===== src/sv/cfr_pkg.sv =====
// ----------------------------------------------------------------------------
// cfr_pkg: shared types and constants for the checked frame receiver
// Beat structs, op and status codes, CSR indexes and frame marker bytes.
// ----------------------------------------------------------------------------
package cfr_pkg;

   localparam int TIMER_WIDTH_DEFAULT = 16;

   // Input beat op codes
   localparam logic [1:0] OP_BYTE  = 2'd0;
   localparam logic [1:0] OP_TICK  = 2'd1;
   localparam logic [1:0] OP_START = 2'd2;

   // Verdict status codes
   localparam logic [2:0] ST_OK        = 3'd0;
   localparam logic [2:0] ST_TIMEOUT   = 3'd1;
   localparam logic [2:0] ST_START     = 3'd2;
   localparam logic [2:0] ST_LENSUM    = 3'd3;
   localparam logic [2:0] ST_IDENT     = 3'd4;
   localparam logic [2:0] ST_COMMAND   = 3'd5;
   localparam logic [2:0] ST_DATASUM   = 3'd6;
   localparam logic [2:0] ST_POSTAMBLE = 3'd7;

   // Result kinds
   localparam logic KIND_PAYLOAD = 1'b0;
   localparam logic KIND_VERDICT = 1'b1;

   // CSR indexes
   localparam logic [1:0] CSR_EXPECTED_COMMAND = 2'd0;
   localparam logic [1:0] CSR_MAX_PAYLOAD      = 2'd1;
   localparam logic [1:0] CSR_TIMEOUT_TICKS    = 2'd2;

   localparam logic [7:0]  MAX_PAYLOAD_RESET   = 8'd253;
   localparam logic [15:0] TIMEOUT_TICKS_RESET = 16'd1000;

   // Frame marker bytes
   localparam logic [7:0] MARK_PRE    = 8'h00;
   localparam logic [7:0] MARK_START2 = 8'hFF;
   localparam logic [7:0] MARK_IDENT  = 8'hD5;

   typedef enum logic [2:0] {
      PH_IDLE,
      PH_PREAMBLE,
      PH_HEADER,
      PH_TAIL
   } phase_type;

   typedef struct packed {
      logic [1:0] op;
      logic [7:0] rx_byte;
   } req_type;

   typedef struct packed {
      logic       kind;
      logic [7:0] payload_index;
      logic [7:0] payload_byte;
      logic [2:0] status;
      logic [7:0] payload_count;
   } rsp_type;

   typedef struct packed {
      logic [7:0]  expected_command;
      logic [7:0]  max_payload;
      logic [15:0] timeout_ticks;
   } cfg_type;

endpackage


===== src/sv/cfr_csr.sv =====
// ----------------------------------------------------------------------------
// cfr_csr: configuration registers
// Write-only register file; out-of-range indexes are dropped.
// ----------------------------------------------------------------------------
module cfr_csr (
   input  logic             clock,
   input  logic             reset,
   input  logic             csr_write_en,
   input  logic [1:0]       csr_index,
   input  logic [15:0]      csr_wdata,
   output cfr_pkg::cfg_type cfg
);

   cfr_pkg::cfg_type cfg_ff;

   always_ff @(posedge clock) begin
      if (reset) begin
         cfg_ff.expected_command <= 8'd0;
         cfg_ff.max_payload      <= cfr_pkg::MAX_PAYLOAD_RESET;
         cfg_ff.timeout_ticks    <= cfr_pkg::TIMEOUT_TICKS_RESET;
      end else if (csr_write_en) begin
         case (csr_index)
            cfr_pkg::CSR_EXPECTED_COMMAND: cfg_ff.expected_command <= csr_wdata[7:0];
            cfr_pkg::CSR_MAX_PAYLOAD:      cfg_ff.max_payload      <= csr_wdata[7:0];
            cfr_pkg::CSR_TIMEOUT_TICKS:    cfg_ff.timeout_ticks    <= csr_wdata;
            default: ;
         endcase
      end
   end

   assign cfg = cfg_ff;

endmodule


===== src/sv/cfr_frame_fsm.sv =====
// ----------------------------------------------------------------------------
// cfr_frame_fsm: frame parsing state machine
// Consumes one beat per advance, updates frame state and forms the result.
// ----------------------------------------------------------------------------
module cfr_frame_fsm #(
   parameter int TIMER_WIDTH = cfr_pkg::TIMER_WIDTH_DEFAULT
) (
   input  logic             clock,
   input  logic             reset,
   input  logic             advance,
   input  cfr_pkg::req_type req,
   input  cfr_pkg::cfg_type cfg,
   output logic             emit,
   output cfr_pkg::rsp_type rsp
);

   localparam int LW = (TIMER_WIDTH > 16) ? TIMER_WIDTH : 16;

   localparam logic [2:0] HDR_START1 = 3'd0;
   localparam logic [2:0] HDR_START2 = 3'd1;
   localparam logic [2:0] HDR_LENGTH = 3'd2;
   localparam logic [2:0] HDR_LENSUM = 3'd3;
   localparam logic [2:0] HDR_IDENT  = 3'd4;
   localparam logic [2:0] HDR_CMD    = 3'd5;

   cfr_pkg::phase_type     phase_ff, phase_in;
   logic [2:0]             header_count_ff, header_count_in;
   logic                   start_bad_ff, start_bad_in;
   logic [7:0]             frame_length_ff, frame_length_in;
   logic [7:0]             length_check_ff, length_check_in;
   logic [7:0]             frame_ident_ff, frame_ident_in;
   logic [7:0]             tail_count_ff, tail_count_in;
   logic [7:0]             running_sum_ff, running_sum_in;
   logic [7:0]             checksum_seen_ff, checksum_seen_in;
   logic [TIMER_WIDTH-1:0] tick_count_ff, tick_count_in;

   logic [TIMER_WIDTH-1:0] tick_next;
   logic [LW-1:0]          tmax_w, limit_w;
   logic [7:0]             plen, b, len_sum, data_sum;
   logic [8:0]             cmd_expect;

   always_ff @(posedge clock) begin
      if (reset) begin
         phase_ff         <= cfr_pkg::PH_IDLE;
         header_count_ff  <= 3'd0;
         start_bad_ff     <= 1'b0;
         frame_length_ff  <= 8'd0;
         length_check_ff  <= 8'd0;
         frame_ident_ff   <= 8'd0;
         tail_count_ff    <= 8'd0;
         running_sum_ff   <= 8'd0;
         checksum_seen_ff <= 8'd0;
         tick_count_ff    <= '0;
      end else if (advance) begin
         phase_ff         <= phase_in;
         header_count_ff  <= header_count_in;
         start_bad_ff     <= start_bad_in;
         frame_length_ff  <= frame_length_in;
         length_check_ff  <= length_check_in;
         frame_ident_ff   <= frame_ident_in;
         tail_count_ff    <= tail_count_in;
         running_sum_ff   <= running_sum_in;
         checksum_seen_ff <= checksum_seen_in;
         tick_count_ff    <= tick_count_in;
      end
   end

   always_comb begin
      b          = req.rx_byte;
      tmax_w     = LW'({TIMER_WIDTH{1'b1}});
      limit_w    = (LW'(cfg.timeout_ticks) > tmax_w) ? tmax_w : LW'(cfg.timeout_ticks);
      tick_next  = (tick_count_ff == '1) ? tick_count_ff : tick_count_ff + 1'b1;
      plen       = (frame_length_ff >= 8'd2) ? frame_length_ff - 8'd2 : 8'd0;
      len_sum    = frame_length_ff + length_check_ff;
      data_sum   = running_sum_ff + checksum_seen_ff;
      cmd_expect = {1'b0, cfg.expected_command} + 9'd1;

      phase_in         = phase_ff;
      header_count_in  = header_count_ff;
      start_bad_in     = start_bad_ff;
      frame_length_in  = frame_length_ff;
      length_check_in  = length_check_ff;
      frame_ident_in   = frame_ident_ff;
      tail_count_in    = tail_count_ff;
      running_sum_in   = running_sum_ff;
      checksum_seen_in = checksum_seen_ff;
      tick_count_in    = tick_count_ff;

      emit              = 1'b0;
      rsp.kind          = cfr_pkg::KIND_VERDICT;
      rsp.payload_index = 8'd0;
      rsp.payload_byte  = 8'd0;
      rsp.status        = cfr_pkg::ST_OK;
      rsp.payload_count = 8'd0;

      case (req.op)
         cfr_pkg::OP_START: begin
            phase_in         = cfr_pkg::PH_PREAMBLE;
            header_count_in  = 3'd0;
            start_bad_in     = 1'b0;
            tail_count_in    = 8'd0;
            running_sum_in   = 8'd0;
            checksum_seen_in = 8'd0;
            tick_count_in    = '0;
         end
         cfr_pkg::OP_TICK: begin
            if (phase_ff != cfr_pkg::PH_IDLE) begin
               tick_count_in = tick_next;
               if (LW'(tick_next) >= limit_w) begin
                  emit       = 1'b1;
                  rsp.status = cfr_pkg::ST_TIMEOUT;
                  phase_in   = cfr_pkg::PH_IDLE;
               end
            end
         end
         cfr_pkg::OP_BYTE: begin
            case (phase_ff)
               cfr_pkg::PH_PREAMBLE: begin
                  if (b == cfr_pkg::MARK_PRE) begin
                     phase_in        = cfr_pkg::PH_HEADER;
                     header_count_in = 3'd0;
                     start_bad_in    = 1'b0;
                     tick_count_in   = '0;
                  end
               end
               cfr_pkg::PH_HEADER: begin
                  header_count_in = header_count_ff + 3'd1;
                  case (header_count_ff)
                     HDR_START1: start_bad_in = start_bad_ff | (b != cfr_pkg::MARK_PRE);
                     HDR_START2: start_bad_in = start_bad_ff | (b != cfr_pkg::MARK_START2);
                     HDR_LENGTH: frame_length_in = b;
                     HDR_LENSUM: length_check_in = b;
                     HDR_IDENT:  frame_ident_in  = b;
                     default: begin
                        // last header byte: response command, run the checks
                        if (header_count_ff >= HDR_CMD) begin
                           emit     = 1'b1;
                           phase_in = cfr_pkg::PH_IDLE;
                           if (start_bad_ff) begin
                              rsp.status = cfr_pkg::ST_START;
                           end else if (len_sum != 8'd0) begin
                              rsp.status = cfr_pkg::ST_LENSUM;
                           end else if (frame_ident_ff != cfr_pkg::MARK_IDENT) begin
                              rsp.status = cfr_pkg::ST_IDENT;
                           end else if ({1'b0, b} != cmd_expect) begin
                              rsp.status = cfr_pkg::ST_COMMAND;
                           end else begin
                              emit             = 1'b0;
                              phase_in         = cfr_pkg::PH_TAIL;
                              tail_count_in    = 8'd0;
                              running_sum_in   = frame_ident_ff + b;
                              checksum_seen_in = 8'd0;
                              tick_count_in    = '0;
                           end
                        end
                     end
                  endcase
               end
               cfr_pkg::PH_TAIL: begin
                  tail_count_in = tail_count_ff + 8'd1;
                  if (tail_count_ff < plen) begin
                     running_sum_in = running_sum_ff + b;
                     if (tail_count_ff < cfg.max_payload) begin
                        emit              = 1'b1;
                        rsp.kind          = cfr_pkg::KIND_PAYLOAD;
                        rsp.payload_index = tail_count_ff;
                        rsp.payload_byte  = b;
                     end
                  end else if (tail_count_ff == plen) begin
                     checksum_seen_in = b;
                  end else begin
                     emit     = 1'b1;
                     phase_in = cfr_pkg::PH_IDLE;
                     if (data_sum != 8'd0) begin
                        rsp.status = cfr_pkg::ST_DATASUM;
                     end else if (b != cfr_pkg::MARK_PRE) begin
                        rsp.status = cfr_pkg::ST_POSTAMBLE;
                     end else begin
                        rsp.payload_count = (plen < cfg.max_payload) ? plen : cfg.max_payload;
                     end
                  end
               end
               default: ;
            endcase
         end
         default: ;
      endcase
   end

endmodule


===== src/sv/checked_frame_receiver_top.sv =====
// Beats are registered in the input register, results in the result register.
// Throughput: one input beat per cycle unless the result register is stalled.
// Result register acts as the output stage; input stalls only while it is full
// and not being taken.
// Reset: synchronous, active high; clears the frame state to idle and loads
// the CSR reset values (max_payload 253, timeout_ticks 1000).
// ----------------------------------------------------------------------------
// checked_frame_receiver_top: checked frame receiver
// Parses preamble, header, payload and tail of a byte stream, forwards up to
// max_payload payload bytes and ends each frame with one verdict beat.
// ----------------------------------------------------------------------------
module checked_frame_receiver_top #(
   parameter int TIMER_WIDTH = cfr_pkg::TIMER_WIDTH_DEFAULT
) (
   input  logic             clock,
   input  logic             reset,
   // request channel
   input  logic             req_valid,
   output logic             req_ready,
   input  cfr_pkg::req_type req_data,
   // response channel
   output logic             rsp_valid,
   input  logic             rsp_ready,
   output cfr_pkg::rsp_type rsp_data,
   // CSR write port
   input  logic             csr_write_en,
   input  logic [1:0]       csr_index,
   input  logic [15:0]      csr_wdata
);

   cfr_pkg::cfg_type cfg;

   // input register
   cfr_pkg::req_type req_ff;
   logic             req_valid_ff;

   // result register
   cfr_pkg::rsp_type rsp_ff, rsp_in;
   logic             rsp_valid_ff;
   logic             emit;

   logic             out_free;
   logic             advance;

   // The held beat moves on when the result register can take its result.
   assign out_free  = !rsp_valid_ff || rsp_ready;
   assign advance   = req_valid_ff && out_free;
   assign req_ready = !req_valid_ff || advance;

   always_ff @(posedge clock) begin
      if (reset) begin
         req_valid_ff <= 1'b0;
      end else if (req_ready) begin
         req_valid_ff <= req_valid;
      end
   end

   always_ff @(posedge clock) begin
      if (req_ready && req_valid) begin
         req_ff <= req_data;
      end
   end

   cfr_csr u_csr (
      .clock        (clock),
      .reset        (reset),
      .csr_write_en (csr_write_en),
      .csr_index    (csr_index),
      .csr_wdata    (csr_wdata),
      .cfg          (cfg)
   );

   cfr_frame_fsm #(
      .TIMER_WIDTH (TIMER_WIDTH)
   ) u_fsm (
      .clock   (clock),
      .reset   (reset),
      .advance (advance),
      .req     (req_ff),
      .cfg     (cfg),
      .emit    (emit),
      .rsp     (rsp_in)
   );

   // Result register: loaded on advance (only if a result is made), else
   // drained by the consumer.
   always_ff @(posedge clock) begin
      if (reset) begin
         rsp_valid_ff <= 1'b0;
      end else if (advance) begin
         rsp_valid_ff <= emit;
      end else if (rsp_ready) begin
         rsp_valid_ff <= 1'b0;
      end
   end

   always_ff @(posedge clock) begin
      if (advance && emit) begin
         rsp_ff <= rsp_in;
      end
   end

   assign rsp_valid = rsp_valid_ff;
   assign rsp_data  = rsp_ff;

endmodule

===== config.mk =====
export PLATFORM = sky130hd
export DESIGN_NAME = checked_frame_receiver_top
export DESIGN_NICKNAME = d
export VERILOG_FILES = /design/src/sv/cfr_pkg.sv /design/src/sv/cfr_csr.sv /design/src/sv/cfr_frame_fsm.sv /design/src/sv/checked_frame_receiver_top.sv
export SDC_FILE = /design/constraint.sdc
export NUM_CORES = 1
export LEC_CHECK = 0
export BUFFER_PORTS_ARGS = -buffer_cell sky130_fd_sc_hd__buf_2
export CAP_MARGIN = 20
export CORE_AREA = 2 2 140 142
export DETAILED_ROUTE_END_ITERATION = 8
export DIE_AREA = 0 0 142 144
export GPL_TIMING_DRIVEN = 0
export PLACE_DENSITY_LB_ADDON = 0.08
export SLEW_MARGIN = 20
export SYNTH_ARGS = -nofsm -noshare
export SYNTH_HDL_FRONTEND = slang
export SYNTH_HIERARCHICAL = 1
export SYNTH_SLANG_ARGS = --single-unit

===== constraint.sdc =====
create_clock -name clock -period 5.5 [get_ports clock]
set_clock_uncertainty 0.05 [all_clocks]
set_input_delay 0.275 -clock clock [delete_from_list [all_inputs] [get_ports clock]]
set_output_delay 0.275 -clock clock [all_outputs]
set_load 0.05 [all_outputs]

======== After elaboration in Yosys (flattened, before gate mapping) ========
Cells that the tools add are included.
cells by class
  order comparisons ....................... 7
  muxes and demuxes ....................... 87
  reductions and logical operators ........ 35
  add/subtract/negate cells ............... 9
  bitwise gates (word level) .............. 4
  equality and inequality tests ........... 33
operator list
  cell                                                    number
  two-way mux 16 bit                                      10
  two-way mux 8 bit                                       19
  one-hot mux 8 bit (2 select lines)                      6
  two-way mux 3 bit                                       20
  one-hot mux 16 bit (3 select lines)                     1
  adder 8 bit                                             4
  one-hot mux 16 bit (2 select lines)                     1
  != test 3 bit (second input constant)                   9
  less-than comparator 8 bit                              3
  one-hot mux 3 bit (2 select lines)                      4
  nonzero test 8 bit                                      3
  two-way mux 11 bit                                      2
  AND reduction 11 bit                                    2
  AND reduction 10 bit                                    2
  AND reduction 4 bit                                     5
  one-hot mux 3 bit (3 select lines)                      2
  two-way mux 17 bit                                      1
  adder 16 x 1 -> 16 bit (second input constant)          1
  == test 16 bit (second input constant)                  1
  greater-or-equal comparator 16 bit                      1
  greater-than comparator 16 bit (second input constant)  1
  != test 8 bit (second input constant)                   2
  two-way mux 1 bit                                       15
  == test 3 x 2 -> 1 bit (second input constant)          4
  other kinds (33)                                        56
storage, ports and cells
  bits of input ports ..................... 33
  register bits ........................... 143
  word-level logic and storage cells ...... 197
  output and inout bits ................... 30

======== Depth between registers and ports, before layout ========
Gate-level depths: netlist of the first run.
  depth after elaboration ................. 11
  mapped depth ............................ 18
  gate-level depth less buffers ........... 17

======== Modules after synthesis ========
Netlist of the first run, hierarchy kept.
modules (own cells, without submodules)
  module                      instances  cells each  sequential area each (µm²)  area each (µm²)
  cfr_frame_fsm               1          788         1,401.3                     6,158.4
  cfr_csr                     1          133         640.6                       1,337.5
  checked_frame_receiver_top  1          49          1,181.1                     1,243.7

======== Worst setup path before layout of the first run ========
No wires, ideal clock.
  path type ............................... reg2reg
  from .................................... register u_fsm.tick_count_ff[0]
  to ...................................... register rsp_ff (netlist bit rsp_data[0]) (enable)
  stages on the path, launching flop included .. 19
  clock period less this slack ............ 4.665 ns
  setup time .............................. 0.416 ns
  path slack .............................. 0.835 ns
  buffers on the path ..................... 1
  required time ........................... 5.034 ns
  arrival ................................. 4.199 ns
  cell sequence ........................... dfxtp_1 > ha_1 > nand3_1 > nor3_1 > nand3_1 > clkbuf_1 > and2_1 > nand4_1 > xnor2_1 > ha_1 > nand3_1 > a21oi_1 > a2111oi_0 > o31ai_1 > and2_1 > nor2_1 > o21ai_0 > nand2_1 > nor2b_1
on the way
  cells in the longest elaborated chain, start to end .. 7
  elaborated cells on any way between the ends .. 8
  classes of those cells .................. add/sub: 1; order compare: 1; eq/ne: 1; mux: 4; reduce/logical: 1
RTL lines
  element                                                          RTL line                          text
  from (decl)                                                      cfr_frame_fsm.sv:35               logic [TIMER_WIDTH-1:0] tick_count_ff, tick_count_in;
  from (signal assigned)                                           cfr_frame_fsm.sv:64               tick_count_ff <= tick_count_in;
  adder 16 x 1 -> 16 bit / == test 16 bit (equally long branches)  cfr_frame_fsm.sv:72               tick_next = (tick_count_ff == '1) ? tick_count_ff : tick_count_ff + 1'b1;
  two-way mux 16 bit (*)                                           cfr_frame_fsm.sv:72
  greater-or-equal comparator 16 bit (*)                           cfr_frame_fsm.sv:109              if (LW'(tick_next) >= limit_w) begin
  two-way mux 1 bit (*)                                            cfr_frame_fsm.sv:109
  two-way mux 1 bit (*)                                            cfr_frame_fsm.sv:107              if (phase_ff != cfr_pkg::PH_IDLE) begin
  one-hot mux 1 bit (2 select lines) (*)                           cfr_frame_fsm.sv:96               case (req.op)
  net emit                                                         checked_frame_receiver_top.sv:40  logic emit;
  logical AND 1 bit (*)                                            checked_frame_receiver_top.sv:98  if (advance && emit) begin
  to (signal assigned)                                             checked_frame_receiver_top.sv:99  rsp_ff <= rsp_in;
  to (decl)                                                        checked_frame_receiver_top.sv:38  cfr_pkg::rsp_type rsp_ff, rsp_in;
The timed path passes the listed nets; every way through them passes the cells marked *.
A chain may end at the register's enable or synchronous reset.

======== Final worst setup path of the first run ========
  from .................................... register u_fsm.tick_count_ff[0]
  to ...................................... register rsp_ff (netlist bit rsp_data[19]) (enable)
Same word-level chain as after synthesis.

==> impl_metrics.tcl, run 1 <==
set metrics [dict create \
    status "finished, final reports clean" \
    num_vias 7093 \
    critPathLaunchType "flop" \
    finalNetCount 1170 \
    fp.dieArea_mm2 0.02045 \
    drtIter0Drc 443 \
    grt_pass1_vias 6557 \
    cp_cell_sequence "ha_1 -> nand3_1 -> nor3_1 -> nand3_1 -> clkbuf_1 -> and2_1 -> nand4_1 -> xnor2_1 -> ha_1 -> nand3_1 -> a21oi_1 -> a2111oi_0 -> o31ai_1 -> and2_1 -> nor2_1 -> o21ai_0 -> nand2_1 -> nor2b_4 -> buf_12" \
    routabilityCongestion 0.8456 \
    syn_inst 970 \
    cts_setup_buffers 0 \
    powerDensity_mw_per_mm2 239.7 \
    p_leak_nw 4.441 \
    final_cell_mix "108 x nor2_1, 104 x dfxtp_1, 73 x buf_2" \
    peakVddDrop_uv 202.7 \
    hpwl_um 16180 \
    layout_min_cycle_time_ns 4.767 \
    drt-met1-wl_um 11150 \
    synth_enable_flop_cells 38 \
    crit_top_cell "nand3_1" \
    grtUsageTotal 0.2201 \
    cts_tree "built" \
    met3_length_um 814 \
    hold_path_class "input pin to flop" \
    clkTransAtPathRegs_ns 0.06 \
    synth-seq-area-share 0.3688 \
    cp_top_family "simple AND/OR/NAND/NOR gates" \
    fin_crit_sh 0.8667 \
    final_common_cell "nor2_1" \
    die_x_um 142 \
    wl_per_cell_um 16.85 \
    synth_cell_types 68 \
    worst-path-max-fanout 27 \
    port-buffer-count 62 \
    netlist_area_mm2 0.008740 \
    clock_latency_ns 0.43 \
    finalSetupViolCount 0 \
    syn_nets 1078 \
    grt_start_max_net_pins 28 \
    cts_sinks 142 \
    grt_overflow 0 \
    async_flop_share 0 \
    critPathSlowestCell "o31ai_1" \
    synth_area_per_cell_um2 9.010 \
    h-tree-depth 4 \
    finalNonFillerCells 1313 \
    core_area_mm2 0.01908 \
    dp.cells 1271 \
    fmax_mhz 209.8 \
    grt_first_pass_wirelength_um 34960 \
    clockRootBuffer "clkbuf_16" \
    slew_headroom 0.3671 \
    drc 0 \
    n_antenna_cell 0 \
    met2_length_um 9723 \
    yosysWarnings 6 \
    syn_to_final_growth_pct 15.39 \
    worst_ep_arrival_time_ns 4.83 \
    totalWireLength_um 22120 \
    max_stage_delay_ns 0.54 \
    vias_per_cell 5.402 \
    worstSetupPathType "flop to flop" \
    tightest_slew_ns 0.9254 \
    rsz0062_at_grt "false" \
    endpoint_kind "flop" \
    clockBufferDepth 2 \
    crit_buf_inv 2 \
    start_util 0.4581 \
    ys_dominant_reg_cell "dfxtp_1" \
    maxCapViolations 0 \
    top_layer_used "met4" \
    antenna_left 0 \
    io_pins 63 \
    hold_viol 0 \
    layout-drive-gt1-share 0.1265 \
    die_h_um 144 \
    antenna_found_initial 0 \
    cts_buffers 17 \
    first_pass_iters 5 \
    row_count 51 \
    post_dp_cell_area_mm2 0.009375 \
    ys_ff_latch 142 \
    cp_data_required_time_ns 5.57 \
    design_area_mm2 0.01008 \
    slew_viol_final 0 \
]
metal layers:
layer / vias to the layer above / global-route usage
li1: 3615 / -
met1: 3279 / 0.3176
met2: 167 / 0.3407
met3: 32 / 0.03079
met4: 0 / 0.07105
met5: - / 0
cell families (layout without fill, tap and decap cells):
family,Yosys count,in the layout,synth area share
buf+inv,98,203,0.04509
fa+ha+maj,75,75,0.1099
simple gates,360,360,0.2198
xor+xnor,38,38,0.03808
flops,142,142,0.3688
mux,72,72,0.08375
compound gates,185,185,0.1346
per-stage QoR:
step / TNS [ns] / power [mW] / setup WS [ns] / hold slack, ns / utilization
after floorplan: 0 / 1.201 / 0.8349 / 0.2941 / -
after global placement: -26.95 / 1.255 / -0.9667 / 0.4036 / 0.4899
after detailed placement: 0 / 1.255 / 0.7520 / 0.4031 / 0.4914
after CTS: 0 / 2.436 / 0.7212 / 0.03348 / 0.5286
after global routing: 0 / 2.488 / 0.4069 / 0.05634 / 0.5286
final: 0 / 2.418 / 0.7333 / 0.04210 / 0.5286
final cells by class:
type                    instances  area, um^2
flip-flops and latches        142        3223
well taps                     238       297.8
clock inverters                12       120.1
multi-input cells             730        5130
repair buffers                 73       430.4
inverters                      55       206.4
plain buffers                  43       187.7
clock buffers                  20       489.2
fillers                      1774        8995
cell usage after synthesis (all sizes together) (16+ instances only):
library cell | number | area, um^2
o31ai | 16 | 125.1
xnor2 | 22 | 192.7
and2 | 21 | 131.4
mux2i | 63 | 630.6
nand4 | 17 | 106.4
o21ai | 65 | 325.3
nand2b | 70 | 437.9
nor2 | 108 | 405.4
ha | 72 | 900.9
clkbuf | 30 | 113.9
xor2 | 16 | 140.1
nand3 | 29 | 145.1
edfxtp | 38 | 1141
nand2 | 34 | 127.6
nor2b | 29 | 181.4
inv | 55 | 206.4
dfxtp | 104 | 2082
a21oi | 38 | 190.2
worst reg2reg max path, stage by stage (launching register included):
cell and delay [ns]:
dfxtp_1 0.45, ha_1 0.24, nand3_1 0.18, nor3_1 0.44
nand3_1 0.16, clkbuf_1 0.29, and2_1 0.24, nand4_1 0.10
xnor2_1 0.11, ha_1 0.31, nand3_1 0.07, a21oi_1 0.12
a2111oi_0 0.13, o31ai_1 0.54, and2_1 0.25, nor2_1 0.05
o21ai_0 0.14, nand2_1 0.17, nor2b_4 0.18, buf_12 0.20
sequential cells by signal, indices dropped and copies added, names as in the netlist:
name / count
rsp_data: 28
u_fsm/frame_ident_ff: 8
u_csr/cfg: 32
u_fsm/frame_length_ff: 8
u_fsm/checksum_seen_ff: 8
rsp_valid: 1
u_fsm/running_sum_ff: 8
u_fsm/header_count_ff: 3
u_fsm/tail_count_ff: 8
u_fsm/start_bad_ff: 1
req_ff: 10
u_fsm/length_check_ff: 8
u_fsm/tick_count_ff: 16
req_valid_ff: 1
u_fsm/phase_ff: 2
repair_timing:
action,CTS,global route
endpoints found under the hold margin,10,0
gates resized for setup,0,0
hold buffers,10,0
endpoints found under the setup margin,0,0
power breakdown:
part | internal [mW] | total, mW | switching, mW
logic | 0.0560 | 0.141 | 0.0853
clock network | 0.697 | 1.18 | 0.481
registers | 1.08 | 1.10 | 0.0145
worst paths after layout:
path | to | cells after the start | start | slack [ns]
setup / recovery | rsp_data[19] | 19 | u_fsm/tick_count_ff[0] | 0.73
hold / removal | req_valid_ff | 3 | req_valid | 0.04
setup reg to reg | rsp_data[19] | 19 | u_fsm/tick_count_ff[0] | 0.73
hold reg to reg | u_csr/cfg[11] | 2 | u_csr/cfg[11] | 0.42
Note: power is estimated with default switching activity, not from simulation.
==> inputs of run 2 (changes only) <==
Settings changed: ABC_AREA from default to 1, CORE_AREA 2 2 140 142 to 2 2 145 147, DIE_AREA 0 0 142 144 to 0 0 147 149.
==> run 2 against run 1 <==
  * Via count rose by 21%
  * Total power rose by 8.3%
  * Area after synthesis rose by 7.1%
  * Critical path depth rose by 1
  * Sequential share of layout area fell by 1.9 points
  * Synthesized cell count rose by 36%
  * Die area rose by 7.1%
  * Non-clock buffer count fell by 8
  * Utilization fell by 0.73 points
  * Highest routed layer unchanged
==> impl_metrics.tcl, run 2 <==
set metrics [dict create \
    port-buffer-count 60 \
    multi_input_area_mm2 0.005069 \
    synth_top_area_frac 0.2225 \
    grt_first_pass_wirelength_um 39720 \
    final_common_cell "nand2_1" \
    cp.depth 20 \
    io_pins 63 \
    dp.cells 1659 \
    crit_buf_inv 5 \
    hold_slack_ns 0.02434 \
    reg2reg_slack_ns 1.01 \
    slew_headroom 0.3871 \
    die_h_um 149 \
    reg2reg_to "rsp_data[6]" \
    synth.most_common_cell "nand2_1" \
    cts_tree "built" \
    use_met1 0.3052 \
    design_area_mm2 0.01072 \
    use_met3 0.03180 \
    clockBufferDepth 2 \
    crit_top_cell "nand2_1" \
    synth_area_per_cell_um2 7.084 \
    finalNetCount 1521 \
    grtUsageTotal 0.2301 \
    finalNonFillerCells 1701 \
    crit_start "u_fsm/tick_count_ff[0]" \
    syn_inst 1321 \
    power_mw 2.619 \
    yosysWarnings 6 \
    ff2ff_path_depth 20 \
    synth_largest_area_cell "dfxtp_1" \
    die_x_um 147 \
    totalWireLength_um 24630 \
    post_dp_cell_area_mm2 0.01003 \
    first_pass_iters 5 \
    antenna_left 0 \
    fmax_mhz 222.9 \
    largest_reg_flops 32 \
    yosys-top-cells-count "285 x nand2_1, 210 x inv_1, 163 x nor2_1, 104 x dfxtp_1, 92 x nand3_1" \
    routabilityCongestion 0.8962 \
    vias_per_cell 5.049 \
    cts_buffers 17 \
    r2r-start "u_fsm/tick_count_ff[0]" \
    muxShareOfSynthArea 0 \
    grt_start_max_net_pins 17 \
    status "finished, final reports clean" \
    layout-drive-gt1-share 0.1234 \
    synth-seq-area-share 0.3444 \
    endpoint "rsp_data[6]" \
    synth_cell_types 50 \
    final_cell_mix "285 x nand2_1, 210 x inv_1, 163 x nor2_1" \
    ys_ff_latch 142 \
    clkTransAtPathRegs_ns 0.06 \
    h-tree-depth 4 \
    async_flop_share 0 \
    peakVddDrop_uv 216.3 \
    use_met2 0.3831 \
    maxCapViolations 0 \
    hpwl_um 19310 \
    synth_top_family_by_area "simple AND/OR/NAND/NOR gates" \
    regArea_mm2 0.003223 \
    synth-adder-area-share 0.1027 \
    num_vias 8589 \
    busiest_layer "met2" \
    worstSetupPathType "flop to flop" \
    layout_min_cycle_time_ns 4.487 \
    syn_to_final_growth_pct 14.52 \
    synth-compound-area-share 0.1035 \
    clock_latency_ns 0.43 \
    fin_crit_sh 0.8158 \
    hold_viol 0 \
    row_count 53 \
    cp_top_family "simple AND/OR/NAND/NOR gates" \
    cts_sinks 142 \
    synthXorXnorAreaFrac 0.01872 \
    critPathLaunchType "flop" \
    hold_path_class "input pin to flop" \
    fin_util 0.5213 \
    endpoint_kind "flop" \
    synth-simple-area-share 0.3162 \
    netlist_area_mm2 0.009358 \
    fillers 2082 \
    syn_nets 1429 \
    ys_dominant_reg_cell "dfxtp_1" \
    grt_pass1_vias 7887 \
    p_leak_nw 5.165 \
    cp_cell_sequence "ha_1 -> nand3_1 -> nor2_2 -> nand4_1 -> nor2_4 -> inv_1 -> nand2_1 -> xnor2_1 -> ha_1 -> nand2_1 -> nor3_1 -> nand2_1 -> nand3_1 -> nand3_1 -> nand2_1 -> inv_1 -> nor3_2 -> buf_4 -> buf_4 -> buf_4" \
    fp.dieArea_mm2 0.02190 \
    rsz0062_at_grt "false" \
    netlist_top_cells_area "dfxtp_1 22%, edfxtp_1 12%, nand2_1 11%, ha_1 9.6%, inv_1 8.4%" \
    worst_ep_arrival_time_ns 4.57 \
    n_antenna_cell 0 \
    wl_per_cell_um 14.48 \
    max_stage_delay_ns 0.44 \
    powerDensity_mw_per_mm2 244.4 \
    antenna_found_initial 0 \
    finalSetupViolCount 0 \
    worst-path-max-fanout 10 \
    grt_overflow 0 \
    cts_setup_buffers 0 \
    clockRootBuffer "clkbuf_16" \
    core_area_mm2 0.02056 \
    tightest_slew_ns 0.9139 \
    critPathSlowestCell "dfxtp_1" \
    slew_viol_final 0 \
    drtIter0Drc 470 \
    drc 0 \
    cp_data_required_time_ns 5.58 \
    synth_enable_flop_cells 38 \
    start_util 0.4552 \
]
## run 2: cell count changes after synthesis, sizes merged, moves of 19 or more
cell / before / now
nand2b: 70 / 0
nor2b: 29 / 0
inv: 55 / 220
mux2i: 63 / 0
nand2: 34 / 291
nand3: 29 / 100
a21oi: 38 / 98
nor2: 108 / 173
and2: 21 / 1
clkbuf: 30 / 11
nand4: 17 / 47
## run 2: timing repair
action | CTS | global route
hold buffers | 10 | 0
hold endpoints to repair | 10 | 0
gates resized for setup | 0 | 0
## run 2: logic make-up (layout without fill, tap and decap cells)
logic type	after synthesis	count (layout)
buffers and inverters	255	360
AND/OR/NAND/NOR	654	654
adder cells (fa/ha/maj)	75	75
XOR/XNOR	20	20
flip-flops	142	142
AO/OA/AOI/OAI	175	175
## run 2: worst reg2reg max path, delay by kind of cell, from the launching register on
kind	cells	cell delay, ns
adder cells (fa/ha/maj)	2	0.54
buffers and inverters	5	0.85
AND/OR/NAND/NOR	12	2.22
XOR/XNOR	1	0.10
flip-flops	1	0.44
## run 2: where the power goes
group / internal (mW) / total [mW] / switching (mW)
clock network: 0.673 / 1.15 / 0.474
logic: 0.119 / 0.325 / 0.206
registers: 1.11 / 1.15 / 0.0405
## run 2: metrics by stage
| stage | setup TNS, ns | worst slack [ns] |
|---|---|---|
| 6_report | 0 | 1.013 |
| 5_1_grt | 0 | 0.6752 |
| 4_1_cts | 0 | 1.015 |
| 3_5_place_dp | 0 | 1.026 |
| 3_3_place_gp | -36.34 | -1.303 |
| 2_1_floorplan | 0 | 0.5715 |
## run 2: area by class of cell
class,count,area share
clock buffers,17,0.03970
repair buffers,73,0.03946
clock inverters,15,0.01506
flip-flops and latches,142,0.3008
multi-input cells,924,0.4730
well taps,275,0.03211
plain buffers,35,0.02242
inverters,220,0.07753
## run 2: worst min path at each step
stage,slack [ns],depth (start not counted),endpoint,start
global placement,0.39,2,u_csr/cfg[22],u_csr/cfg[22]
floorplan,0.29,1,req_valid_ff,reset
CTS,0.009,3,u_csr/cfg[13],csr_wdata[13]
detailed placement,0.40,2,u_fsm/length_check_ff[5],u_fsm/length_check_ff[5]
global route,0.02,3,u_csr/cfg[13],csr_wdata[13]
finish,0.02,3,u_csr/cfg[13],csr_wdata[13]
## run 2: layer usage
| layer | up-vias | wire length [um] |
|---|---|---|
| met2 | 189 | 11570 |
| met5 | - | 0 |
| li1 | 4472 | - |
| met1 | 3890 | 11410 |
| met3 | 38 | 1028 |
| met4 | 0 | 616 |
==> inputs of run 3 (changes only) <==
Clock period 5.5 ns to 4.5 ns, I/O delays scaled along.
==> run 3 against run 2 <==
  * Clock-buffer cell count rose by 1
  * Final cell count rose by 0.35%
  * Fmax rose by 10%
  * Register-to-register slack got worse by 0.59 ns
  * Hold slack got worse by 0.021 ns
  * Worst setup slack got worse by 0.59 ns
  * Flip-flop and latch count did not move
  * Non-clock buffer count rose by 6
  * Sequential share of layout area fell by 0.23 points
  * Via count fell by 0.31%
  * Critical path type unchanged
  * Largest power group is now the clock network
  * Highest routed layer unchanged
==> impl_metrics.tcl, run 3 (same netlist as run 2, synthesis figures left out) <==
set metrics [dict create \
    layout-drive-gt1-share 0.1215 \
    grt_first_pass_wirelength_um 39920 \
    power_mw 3.226 \
    finalWorstSetupSlack_ns 0.4201 \
    io_pins 63 \
    grt_start_max_net_pins 18 \
    antenna_found_initial 0 \
    clockRootBuffer "clkbuf_16" \
    grtUsageTotal 0.2310 \
    ctsHoldBuffers 17 \
    fp.dieArea_mm2 0.02190 \
    cts_tree "built" \
    clock_latency_ns 0.43 \
    finalSetupViolCount 0 \
    hold_path_class "input pin to flop" \
    wl_per_cell_um 14.48 \
    grt_pass1_vias 7878 \
    maxCapViolations 0 \
    row_count 53 \
    worst_ep_arrival_time_ns 4.16 \
    cp_cell_sequence "ha_1 -> nand3_1 -> nor2_2 -> nand4_1 -> nor2_4 -> inv_1 -> nand2_1 -> xnor2_1 -> ha_1 -> nand2_1 -> nor3_1 -> nand2_1 -> nand3_1 -> nand3_1 -> nand2_1 -> inv_1 -> nor3_4 -> buf_6 -> buf_8" \
    ctsResizeCount 0 \
    p_sw_uw 898.3 \
    syn_to_final_growth_pct 15.42 \
    num_vias 8562 \
    first_pass_iters 5 \
    cp_top_family "simple AND/OR/NAND/NOR gates" \
    clockBufferDepth 2 \
    worstSetupPathType "flop to flop" \
    clkTransAtPathRegs_ns 0.06 \
    fillers 2039 \
    pre_cts_slack_ns 0.4748 \
    p_clk_frac 0.441 \
    fin_util 0.5254 \
    totalWireLength_um 24710 \
    antenna_left 0 \
    design_area_mm2 0.01080 \
    critPathSlowestCell "dfxtp_1" \
    die_h_um 149 \
    powerDensity_mw_per_mm2 298.7 \
    cts_sinks 142 \
    core_area_mm2 0.02056 \
    cts_buffers 17 \
    largest_reg_flops 32 \
    rsz0062_at_grt "false" \
    fin_crit_sh 0.9066 \
    crit_top_cell "nand2_1" \
    die_x_um 147 \
    cts_setup_buffers 0 \
    start_util 0.4552 \
    h-tree-depth 4 \
    fmax_mhz 245.1 \
    max_stage_delay_ns 0.44 \
    tightest_slew_ns 0.8993 \
    p_leak_nw 5.184 \
    critPathLaunchType "flop" \
    crit_buf_inv 4 \
    slew_headroom 0.3969 \
    grt_overflow 0 \
    peakVddDrop_uv 258.5 \
    slew_viol_final 0 \
    vias_per_cell 5.016 \
    n_antenna_cell 0 \
    hpwl_um 19220 \
    layout_min_cycle_time_ns 4.080 \
    combPwrFrac 0.125 \
    routabilityCongestion 0.8865 \
    intPower_mw 2.328 \
    post_dp_cell_area_mm2 0.01004 \
    final_cell_mix "285 x nand2_1, 210 x inv_1, 163 x nor2_1" \
    p_sw_frac 0.2784 \
    finalNetCount 1527 \
    endpoint_kind "flop" \
    final_common_cell "nand2_1" \
    status "finished, final reports clean" \
    cp_data_required_time_ns 4.58 \
    hold_viol 0 \
    port-buffer-count 60 \
    drc 0 \
    drtIter0Drc 538 \
    power_frac_seq 0.434 \
    worst-path-max-fanout 17 \
]
-- run 3: routing by layer --
layer	vias up	wire (um)	track usage
li1	4487	-	-
met1	3835	11760	0.3107
met2	204	11230	0.3810
met3	36	1083	0.03303
met4	0	642	0.08413
met5	-	0	0
-- run 3: tightest hold or removal path: stages --
cell and delay, ns:
buf_2 0.08, nor2_1 0.04, nor2_1 0.10
-- run 3: path summary, 6_finish.rpt --
check / start / endpoint / slack [ns] / cells past startpoint
max: u_fsm/tick_count_ff[0] / rsp_data[19] / 0.42 / 19
min: csr_wdata[14] / u_csr/cfg[14] / 0.003 / 3
max reg2reg: u_fsm/tick_count_ff[0] / rsp_data[19] / 0.42 / 19
min reg2reg: u_fsm/length_check_ff[0] / u_fsm/length_check_ff[0] / 0.41 / 2
-- run 3: power groups by stage --
stage          registers [mW]  logic, mW  clock network, mW
6_report                 1.40      0.403               1.42
5_1_grt                  1.41      0.458               1.50
3_3_place_gp             1.43      0.384                  0
3_5_place_dp             1.43      0.388                  0
2_1_floorplan            1.41      0.285                  0
4_1_cts                  1.40      0.402               1.45
-- run 3: cell type report --
cell class                      instances  area (um^2)  share of cell area
Tap cell                              275        344.1             0.03186
Sequential cell                       142         3223              0.2984
Timing Repair Buffer                   79        496.7             0.04599
Multi-Input combinational cell        924         5075              0.4699
Buffer                                 35        240.2             0.02224
Inverter                              220        830.8             0.07692
Clock inverter                         14        161.4             0.01494
Clock buffer                           18        429.2             0.03974
-- run 3: metrics by stage --
| step | TNS [ns] | std cells | hold slack (ns) |
|---|---|---|---|
| global route | 0 | 1707 | 0.02030 |
| floorplan | 0 | 1321 | 0.2441 |
| finish | 0 | 1707 | 0.003011 |
| CTS | 0 | 1707 | 0.002897 |
| detailed placement | 0 | 1658 | 0.3535 |
| global placement | -24.39 | 1656 | 0.3529 |
